==> src/design/bbph_pkg.sv <==
package bbph_pkg;

  // Default sizing of the bar stores.
  localparam int unsigned BAR_COUNT_DEF  = 256;
  localparam int unsigned POWER_BITS_DEF = 32;

  // Fixed field widths of the item channels.
  localparam int unsigned BAR_W     = 8;
  localparam int unsigned PORT_PW_W = 32;

  // Coefficients are unsigned Q0.16 held in 17 bits so that one is representable.
  localparam int unsigned COEFF_W = 17;
  localparam int unsigned FRAC_W  = 16;
  localparam logic [COEFF_W-1:0] COEFF_ONE = 17'd65536;

  localparam logic [COEFF_W-1:0] ATTACK_RST  = 17'd16384;
  localparam logic [COEFF_W-1:0] RELEASE_RST = 17'd4096;
  localparam logic [COEFF_W-1:0] DECAY_RST   = 17'd65000;

  localparam int unsigned CFG_IDX_W = 2;

  typedef enum logic [CFG_IDX_W-1:0] {
    CFG_ATTACK  = 2'd0,
    CFG_RELEASE = 2'd1,
    CFG_DECAY   = 2'd2
  } cfg_idx_e;

  typedef struct packed {
    logic [BAR_W-1:0]     bar_index;
    logic [PORT_PW_W-1:0] target_power;
  } in_item_t;

  typedef struct packed {
    logic [BAR_W-1:0]     bar_number;
    logic [PORT_PW_W-1:0] smoothed_power;
    logic [PORT_PW_W-1:0] held_peak;
  } out_item_t;

  // Status that the update pipeline reports to the input side.
  typedef struct packed {
    logic s1_free;
    logic hazard;
  } pipe_status_t;

  // A coefficient above one acts as exactly one.
  function automatic logic [COEFF_W-1:0] clamp_coeff(input logic [COEFF_W-1:0] c);
    clamp_coeff = (c > COEFF_ONE) ? COEFF_ONE : c;
  endfunction

endpackage

==> src/design/bbph_pipe.sv <==
module bbph_pipe #(
  parameter int unsigned BAR_COUNT  = bbph_pkg::BAR_COUNT_DEF,
  parameter int unsigned POWER_BITS = bbph_pkg::POWER_BITS_DEF
) (
  input  logic                               clk_i,
  input  logic                               rst_ni,
  input  logic                               acc_i,
  input  logic [$clog2(BAR_COUNT)-1:0]       addr_i,
  input  logic                               inr_i,
  input  logic [bbph_pkg::BAR_W-1:0]         bar_i,
  input  logic [POWER_BITS-1:0]              x_i,
  input  logic [POWER_BITS-1:0]              y_i,
  input  logic [POWER_BITS-1:0]              p_i,
  input  logic [bbph_pkg::COEFF_W-1:0]       attack_i,
  input  logic [bbph_pkg::COEFF_W-1:0]       release_i,
  input  logic [bbph_pkg::COEFF_W-1:0]       decay_i,
  output bbph_pkg::pipe_status_t             status_o,
  output logic                               wr_en_o,
  output logic [$clog2(BAR_COUNT)-1:0]       wr_addr_o,
  output logic [2*POWER_BITS-1:0]            wr_data_o,
  output logic                               out_valid_o,
  input  logic                               out_stall_i,
  output bbph_pkg::out_item_t                out_item_o
);

  localparam int unsigned AW  = $clog2(BAR_COUNT);
  localparam int unsigned PB  = POWER_BITS;
  localparam int unsigned CW  = bbph_pkg::COEFF_W;
  localparam int unsigned FW  = bbph_pkg::FRAC_W;
  localparam int unsigned HW  = (PB > FW) ? (PB - FW) : 1;
  localparam int unsigned PW  = HW + CW;
  localparam int unsigned LW  = FW + CW;
  localparam int unsigned SW  = PW + 1;
  localparam int unsigned OW  = bbph_pkg::PORT_PW_W;
  localparam int unsigned XW  = (PB > OW) ? PB : OW;

  // Stage 1: item with the stored values just read.
  logic              s1_v_q, s1_inr_q;
  logic [bbph_pkg::BAR_W-1:0] s1_bar_q;
  logic [AW-1:0]     s1_addr_q;
  logic [PB-1:0]     s1_x_q;
  // Stage 2: gap and selected coefficient.
  logic              s2_v_q, s2_inr_q, s2_rise_q;
  logic [bbph_pkg::BAR_W-1:0] s2_bar_q;
  logic [AW-1:0]     s2_addr_q;
  logic [PB-1:0]     s2_y_q, s2_p_q, s2_diff_q;
  logic [CW-1:0]     s2_coef_q;
  // Stage 3: partial products.
  logic              s3_v_q, s3_inr_q, s3_rise_q;
  logic [bbph_pkg::BAR_W-1:0] s3_bar_q;
  logic [AW-1:0]     s3_addr_q;
  logic [PB-1:0]     s3_y_q;
  logic [PW-1:0]     s3_dhi_q, s3_phi_q;
  logic [LW-1:0]     s3_dlo_q, s3_plo_q;
  // Stage 4: scaled step and decayed peak.
  logic              s4_v_q, s4_inr_q, s4_rise_q;
  logic [bbph_pkg::BAR_W-1:0] s4_bar_q;
  logic [AW-1:0]     s4_addr_q;
  logic [PB-1:0]     s4_y_q, s4_step_q, s4_pdec_q;
  // Output register.
  logic              out_v_q;
  bbph_pkg::out_item_t out_q;

  logic          r1, r2, r3, r4, mv1, mv2, mv3, mv4, out_free;
  logic          rise;
  logic [PB-1:0] diff;
  logic [CW-1:0] coef;
  logic [PB-1:0] d_sh, p_sh;
  logic [HW-1:0] d_hi, p_hi;
  logic [SW-1:0] d_sum, p_sum;
  logic [PB-1:0] ny, np;
  logic [XW-1:0] ny_w, np_w;
  logic          m1, m2, m3, m4;

  assign out_free = !out_v_q || !out_stall_i;
  assign r4  = !s4_v_q || out_free;
  assign mv4 = s4_v_q && out_free;
  assign r3  = !s3_v_q || r4;
  assign mv3 = s3_v_q && r4;
  assign r2  = !s2_v_q || r3;
  assign mv2 = s2_v_q && r3;
  assign r1  = !s1_v_q || r2;
  assign mv1 = s1_v_q && r2;

  // A newer item for a bar must not read the store before the older write lands.
  // The write made in the same cycle as the read is bypassed inside the store.
  assign m1 = s1_v_q && s1_inr_q && (s1_addr_q == addr_i);
  assign m2 = s2_v_q && s2_inr_q && (s2_addr_q == addr_i);
  assign m3 = s3_v_q && s3_inr_q && (s3_addr_q == addr_i);
  assign m4 = s4_v_q && s4_inr_q && (s4_addr_q == addr_i) && !mv4;

  assign status_o.s1_free = r1;
  assign status_o.hazard  = inr_i && (m1 || m2 || m3 || m4);

  always_comb begin
    rise = s1_x_q > y_i;
    diff = rise ? (s1_x_q - y_i) : (y_i - s1_x_q);
    coef = rise ? attack_i : release_i;
  end

  assign d_sh = s2_diff_q >> FW;
  assign p_sh = s2_p_q >> FW;
  assign d_hi = d_sh[HW-1:0];
  assign p_hi = p_sh[HW-1:0];

  assign d_sum = SW'(s3_dhi_q) + SW'(s3_dlo_q[LW-1:FW]);
  assign p_sum = SW'(s3_phi_q) + SW'(s3_plo_q[LW-1:FW]);

  // The decayed peak never exceeds the old peak, so taking the larger of it and
  // the new smoothed value also covers the refresh case.
  assign ny   = s4_rise_q ? (s4_y_q + s4_step_q) : (s4_y_q - s4_step_q);
  assign np   = (ny > s4_pdec_q) ? ny : s4_pdec_q;
  assign ny_w = XW'(ny);
  assign np_w = XW'(np);

  assign wr_en_o   = mv4 && s4_inr_q;
  assign wr_addr_o = s4_addr_q;
  assign wr_data_o = {ny, np};

  always_ff @(posedge clk_i or negedge rst_ni) begin
    if (!rst_ni) begin
      s1_v_q  <= 1'b0;
      s2_v_q  <= 1'b0;
      s3_v_q  <= 1'b0;
      s4_v_q  <= 1'b0;
      out_v_q <= 1'b0;
    end else begin
      if (r1) begin
        s1_v_q <= acc_i;
      end
      if (r2) begin
        s2_v_q <= mv1;
      end
      if (r3) begin
        s3_v_q <= mv2;
      end
      if (r4) begin
        s4_v_q <= mv3;
      end
      if (out_free) begin
        out_v_q <= mv4;
      end
    end
  end

  always_ff @(posedge clk_i) begin
    if (acc_i) begin
      s1_inr_q  <= inr_i;
      s1_bar_q  <= bar_i;
      s1_addr_q <= addr_i;
      s1_x_q    <= x_i;
    end
    if (mv1) begin
      s2_inr_q  <= s1_inr_q;
      s2_bar_q  <= s1_bar_q;
      s2_addr_q <= s1_addr_q;
      s2_y_q    <= y_i;
      s2_p_q    <= p_i;
      s2_rise_q <= rise;
      s2_diff_q <= diff;
      s2_coef_q <= coef;
    end
    if (mv2) begin
      s3_inr_q  <= s2_inr_q;
      s3_bar_q  <= s2_bar_q;
      s3_addr_q <= s2_addr_q;
      s3_y_q    <= s2_y_q;
      s3_rise_q <= s2_rise_q;
      s3_dhi_q  <= PW'(d_hi) * PW'(s2_coef_q);
      s3_dlo_q  <= LW'(s2_diff_q[FW-1:0]) * LW'(s2_coef_q);
      s3_phi_q  <= PW'(p_hi) * PW'(decay_i);
      s3_plo_q  <= LW'(s2_p_q[FW-1:0]) * LW'(decay_i);
    end
    if (mv3) begin
      s4_inr_q  <= s3_inr_q;
      s4_bar_q  <= s3_bar_q;
      s4_addr_q <= s3_addr_q;
      s4_y_q    <= s3_y_q;
      s4_rise_q <= s3_rise_q;
      s4_step_q <= d_sum[PB-1:0];
      s4_pdec_q <= p_sum[PB-1:0];
    end
    if (mv4) begin
      out_q.bar_number     <= s4_bar_q;
      out_q.smoothed_power <= s4_inr_q ? ny_w[OW-1:0] : '0;
      out_q.held_peak      <= s4_inr_q ? np_w[OW-1:0] : '0;
    end
  end

  assign out_valid_o = out_v_q;
  assign out_item_o  = out_q;

endmodule

==> config.mk <==
export PLATFORM = sky130hd
export DESIGN_NAME = bbph_pipe
export DESIGN_NICKNAME = d
export VERILOG_FILES = /design/src/design/bbph_pkg.sv /design/src/design/bbph_pipe.sv
export SDC_FILE = /design/constraint.sdc
export NUM_CORES = 2
export LEC_CHECK = 0
export BUFFER_PORTS_ARGS = -buffer_cell sky130_fd_sc_hd__buf_2
export CAP_MARGIN = 40
export CELL_PAD_IN_SITES_DETAIL_PLACEMENT = 1
export CELL_PAD_IN_SITES_GLOBAL_PLACEMENT = 2
export CORE_MARGIN = 1.5
export CORE_UTILIZATION = 42
export DETAILED_ROUTE_END_ITERATION = 10
export PLACE_DENSITY = 0.81
export SYNTH_ARGS = -nofsm -noshare
export SYNTH_HDL_FRONTEND = slang
export SYNTH_SLANG_ARGS = --single-unit
export TNS_END_PERCENT = 5
==> constraint.sdc <==
create_clock -name clk_i -period 13.4 [get_ports clk_i]
set_clock_uncertainty 0.1 [all_clocks]
set_input_delay 2.68 -clock clk_i [delete_from_list [all_inputs] [get_ports clk_i]]
set_output_delay 2.68 -clock clk_i [all_outputs]
set_load 0.005 [all_outputs]
After elaboration in Yosys (flattened, before gate mapping)
Cells that the tools add are included.
{"block": "word_totals", "regBits": 551, "out_inout_bits": 148, "word_cells": 86}
{"block": "classes", "addsub": 6, "mul": 4, "order_cmp": 2, "n_eq_ne": 4, "muxes": 4, "n_reduce_logical": 30}
{"cell": "2-to-1 mux 32 bit", "count": 3}
{"cell": "subtractor 32 bit", "count": 3}
{"cell": "multiplier 16 x 17 -> 33 bit", "count": 2}
{"cell": "adder 32 x 17 -> 32 bit", "count": 2}
{"cell": "greater-than comparator 32 bit", "count": 2}
{"cell": "multiplier 16 x 17 -> 32 bit", "count": 2}
{"cell": "adder 32 bit", "count": 1}
{"cell": "== test 8 bit", "count": 4}
{"cell": "2-to-1 mux 17 bit", "count": 1}
{"cell": "logical AND 1 bit", "count": 15}
{"cell": "logical OR 1 bit", "count": 8}
{"cell": "zero test 1 bit", "count": 7}

Longest topological paths before layout
{"block": "depth", "ltp_word": 7, "ltp_mapped": 30, "depth_no_buf": 26}

Worst setup path after synthesis
OpenSTA, ideal clock, no wires.
{"block": "synth_path", "path_type": "input to register", "startpoint": "input port out_stall_i", "endpoint": "register s3_addr_q[0], enable pin", "setup_ns": 0.881, "arrival_ns": 13.671, "required_ns": 12.419, "setup_slack_ns": -1.252, "path_stages": 3, "path_buffers": 1, "path_cell_list": "and3_1 > clkbuf_1 > a21boi_0"}
{"block": "synth_between", "elab_chain_len": 5}
{"item": "start: declaration", "line_no": "bbph_pipe.sv:22", "source": "input logic out_stall_i,"}
{"item": "zero test 1 bit", "line_no": "bbph_pipe.sv:75", "source": "assign out_free = !out_v_q || !out_stall_i;"}
{"item": "logical OR 1 bit", "line_no": "bbph_pipe.sv:75"}
{"item": "logical OR 1 bit", "line_no": "bbph_pipe.sv:76", "source": "assign r4 = !s4_v_q || out_free;"}
{"item": "logical OR 1 bit", "line_no": "bbph_pipe.sv:78", "source": "assign r3 = !s3_v_q || r4;"}
{"item": "logical AND 1 bit", "line_no": "bbph_pipe.sv:81", "source": "assign mv2 = s2_v_q && r3;"}
{"item": "net mv2", "line_no": "bbph_pipe.sv:64", "source": "logic r1, r2, r3, r4, mv1, mv2, mv3, mv4, out_free;"}
{"item": "end signal: assignment", "line_no": "bbph_pipe.sv:166", "source": "s3_addr_q <= s2_addr_q;"}
{"item": "end: declaration", "line_no": "bbph_pipe.sv:51", "source": "logic [AW-1:0] s3_addr_q;"}
The timed path passes the listed nets, and every way through them passes these cells.
A chain may end at the register's enable or synchronous reset.

Worst setup path after layout
{"block": "layout_path", "startpoint": "register s4_step_q[4]", "endpoint": "output port wr_data_o[17]"}
{"block": "layout_between", "elab_chain_len": 4, "elab_cells_between_ends": 5, "cone_classes": "add/sub (2); order compare (1); mux (2)"}
{"item": "start: declaration", "line_no": "bbph_pipe.sv:59", "source": "logic [PB-1:0] s4_y_q, s4_step_q, s4_pdec_q;"}
{"item": "start signal: assignment", "line_no": "bbph_pipe.sv:180", "source": "s4_step_q <= d_sum[PB-1:0];"}
{"item": "subtractor 32 bit / adder 32 bit (equally long branches)", "line_no": "bbph_pipe.sv:111", "source": "assign ny = s4_rise_q ? (s4_y_q + s4_step_q) : (s4_y_q - s4_step_q);"}
{"item": "2-to-1 mux 32 bit *", "line_no": "bbph_pipe.sv:111"}
{"item": "greater-than comparator 32 bit", "line_no": "bbph_pipe.sv:112", "source": "assign np = (ny > s4_pdec_q) ? ny : s4_pdec_q;"}
{"item": "2-to-1 mux 32 bit *", "line_no": "bbph_pipe.sv:112"}
{"item": "end: declaration", "line_no": "bbph_pipe.sv:20", "source": "output logic [2*POWER_BITS-1:0] wr_data_o,"}
Mark *: on every way between the ends. The rest lies on a longest branch, timed or not.

==> results.toml <==
[run_status]
run_status = "finished, final reports clean"

[route]
routed_wl_um = 179000
wire_per_inst_um = 22.1
postRouteAntennaNets = 0
vias_per_cell = 5.28
drtIter0Drc = 2235
drc = 0
vias = 42700
firstDrtPassIters = 5

[clock_network]
cts_sinks = 519
clk_latency_ps = 700
h-tree-depth = 3
clockBufferDepth = 3
cts_inserted_buffers = 66
cts_setup_buffers = 0
ctsResizeCount = 0
cts_tree = "built"
cts_hold_buf = 0
clk_pin_slew_ps = 60
clockRootBuffer = "clkbuf_16"

[setup_path]
endpoint_kind = "output port"
worstPathArrival_ps = 7560
slowest_delay_ps = 530
r2r-start = "s2_diff_q[2]"
startpoint_type = "flip-flop"
critical_path_class = "reg2out"
cp_max_fo = 21
worstReg2RegEnd = "s3_dlo_q[25]"
reg2reg_depth = 19
rrSetupSlack_ps = 6060
worstPathCellList = "nor4_2, nor4b_4, nand2_2, nor2_1, a21oi_1, xor2_1, ha_1, nand2_1, or3_1, a211o_1, a31oi_2, o211ai_2, o21ai_2, xor2_1, ha_1, nand4_1, nor3_1, nand2_1, nor4_1, o21bai_2, buf_4, inv_2, mux2_1, buf_2"
required_ps = 10620
critPathSlowestCell = "xor2_1"

[logic_synthesis]
syn_avg_cell_area_um2 = 10.1
synth.top_cells.by_area = "fa_1 28%, edfxtp_1 26%, ha_1 12%"
synth-async-reset-ratio_pct = 0.963
synth_edf_count = 514
synth_cell_types = 104
synth_largest_area_cell = "fa_1"
ys_seq_area_share_pct = 25.9
netlist_area_mm2 = 0.0600
yosys_warnings = 0
synth_seq_cells = 519
synth_top_area_share_pct = 27.8
synth_fp_nets = 7509
syn_inst = 5941
synth_flop_cell = "edfxtp_1"

[grt]
antenna_found_initial = 17
overflow = 0
grt_max_degree = 71
globalRouteTotalUtil_pct = 25.0
grt_first_pass_wirelength_um = 279000
grt_pass1_vias = 47200

[timing]
slew-limit-headroom_pct = 31.6
finalSetupViolations = 0
timing.fmax_mhz = 96.7
tightest_slew_ps = 1030
fin_setup_tns_ps = 0
rsz0062_at_grt = "false"
period_share_pct = 77.1
drv_slew = 0
hold_viol = 0
whs_ps = 292
min_period_ps = 10340
fin_ws_ps = 3060

[layout]
final_common_cell = "inv_1"
fin_nets = 7709
drive_gt1_share_pct = 8.87
final_cell_mix = "1,074 x inv_1, 833 x fa_1, 767 x nand2_1, 567 x ha_1, 558 x and2_1"
area_delta_synth_final_pct = 9.92
fin_area_mm2 = 0.0660

[hold_path]
holdPathStages = 0
min_to = "s3_y_q[22]"
hold_class = "reg2reg"
hold_start = "s2_y_q[22]"

[die]
start_util_pct = 42.3
fp-row-count = 138
dieHeight_um = 381
design.core.area_mm2 = 0.142
die_w_um = 381
dieArea_mm2 = 0.145
ios = 316

[placed_design]
dpl_cell_area_mm2 = 0.0636
place.gp.congestion = 0.849
io_buffers = 315
hpwl_um = 139000
dp_slack_ps = 3840

[flow_run]
max-cap-violations = 0
==> kinds of logic after synthesis <==
kind of cell / synth area share, %
AOI/OAI and AO/OA: 7.05
xor gates and xnor gates: 3.86
adders and majority gates: 39.6
buffers and inverters: 8.27
DFF: 25.9
muxes: 0.669
and+or+nand+nor: 14.6
==> layout make-up <==
class	instances	area, um^2
well taps	1890	2360
diodes	2	5.00
multi-input cells	4112	39500
clock buffers	81	1780
repair buffers	365	2180
fillers	15800	75800
flip-flops and latches	519	15600
inverters	1077	4040
clock inverters	37	519
==> through the flow <==
| stage | util (%) | std cells |
|---|---|---|
| CTS | 46.5 | 8079 |
| finish | 46.5 | 8083 |
| floorplan | - | 5941 |
| detailed placement | 44.9 | 7961 |
| global route | 46.5 | 8081 |
| global placement | 44.7 | 7950 |
==> flip-flops by register name, summed over array words and instances, names as in the netlist, 17 cells and up <==
signal and count:
s3_dlo_q 17, s3_y_q 32, s2_p_q 32, s2_diff_q 32
s2_y_q 32, s4_y_q 32, s3_phi_q 32, s4_pdec_q 32
out_item_o 72, s3_dhi_q 32, s2_coef_q 17, s4_step_q 32
s3_plo_q 17, s1_x_q 32
==> critical path: cells and delay by family (launching register included) <==
| family | cells | cell delay [ps] |
|---|---|---|
| buffers and inverters | 3 | 790 |
| flip-flops | 1 | 430 |
| XOR/XNOR | 2 | 690 |
| AND/OR/NAND/NOR | 10 | 2470 |
| AO/OA/AOI/OAI | 6 | 1390 |
| multiplexers | 1 | 420 |
| adder cells (fa/ha/maj) | 2 | 660 |
==> synth_stat cells, types with 5 or more instances <==
library cell  instances
a211o_1              11
a211oi_1             26
a21boi_0              5
a21o_1               93
a21oi_1             195
a31oi_1              24
and2_1              560
and3_1               27
buf_2                19
clkbuf_1            209
dfrtp_1               5
edfxtp_1            514
fa_1                833
ha_1                567
inv_1              1074
mux2_2               27
mux2i_1               6
nand2_1             767
nand2b_1             22
nand3_1              58
nand3b_1              7
nand4_1              31
nor2_1              167
nor2b_1              22
nor3_1               57
nor4_1               11
o211ai_1             22
o21a_1               23
o21ai_0              89
o21ai_1              14
o21bai_1             32
o22ai_1               6
o31a_1                7
o31ai_1              13
o41ai_1               5
or2_2                 6
or3_1                18
xnor2_1             147
xor2_1              114
==> worst max-delay path by stage <==
| stage | startpoint | end | slack [ps] | cells past startpoint |
|---|---|---|---|---|
| after detailed placement | s4_step_q[7] | wr_data_o[17] | 3840 | 24 |
| after global routing | s4_step_q[4] | wr_data_o[17] | 2460 | 25 |
| after global placement | s4_step_q[7] | wr_data_o[12] | 3980 | 25 |
| final | s4_step_q[4] | wr_data_o[17] | 3060 | 24 |
| after CTS | s4_step_q[4] | wr_data_o[17] | 3040 | 24 |
| after floorplan | out_stall_i | s3_addr_q[0] | 2650 | 3 |
==> routing by layer <==
metal / part of all wire, % / GRT usage [%] / up-vias
met2: 47 / 41.5 / 881
met1: 46 / 35.0 / 22300
met3: 4.7 / 3.14 / 187
met5: 0.057 / 0 / -
li1: - / - / 19300
met4: 1.9 / 5.30 / 12
Power is left out: the tool's default activity adds up to more than one toggle a clock period on the data nets, which glitch-free logic cannot reach.
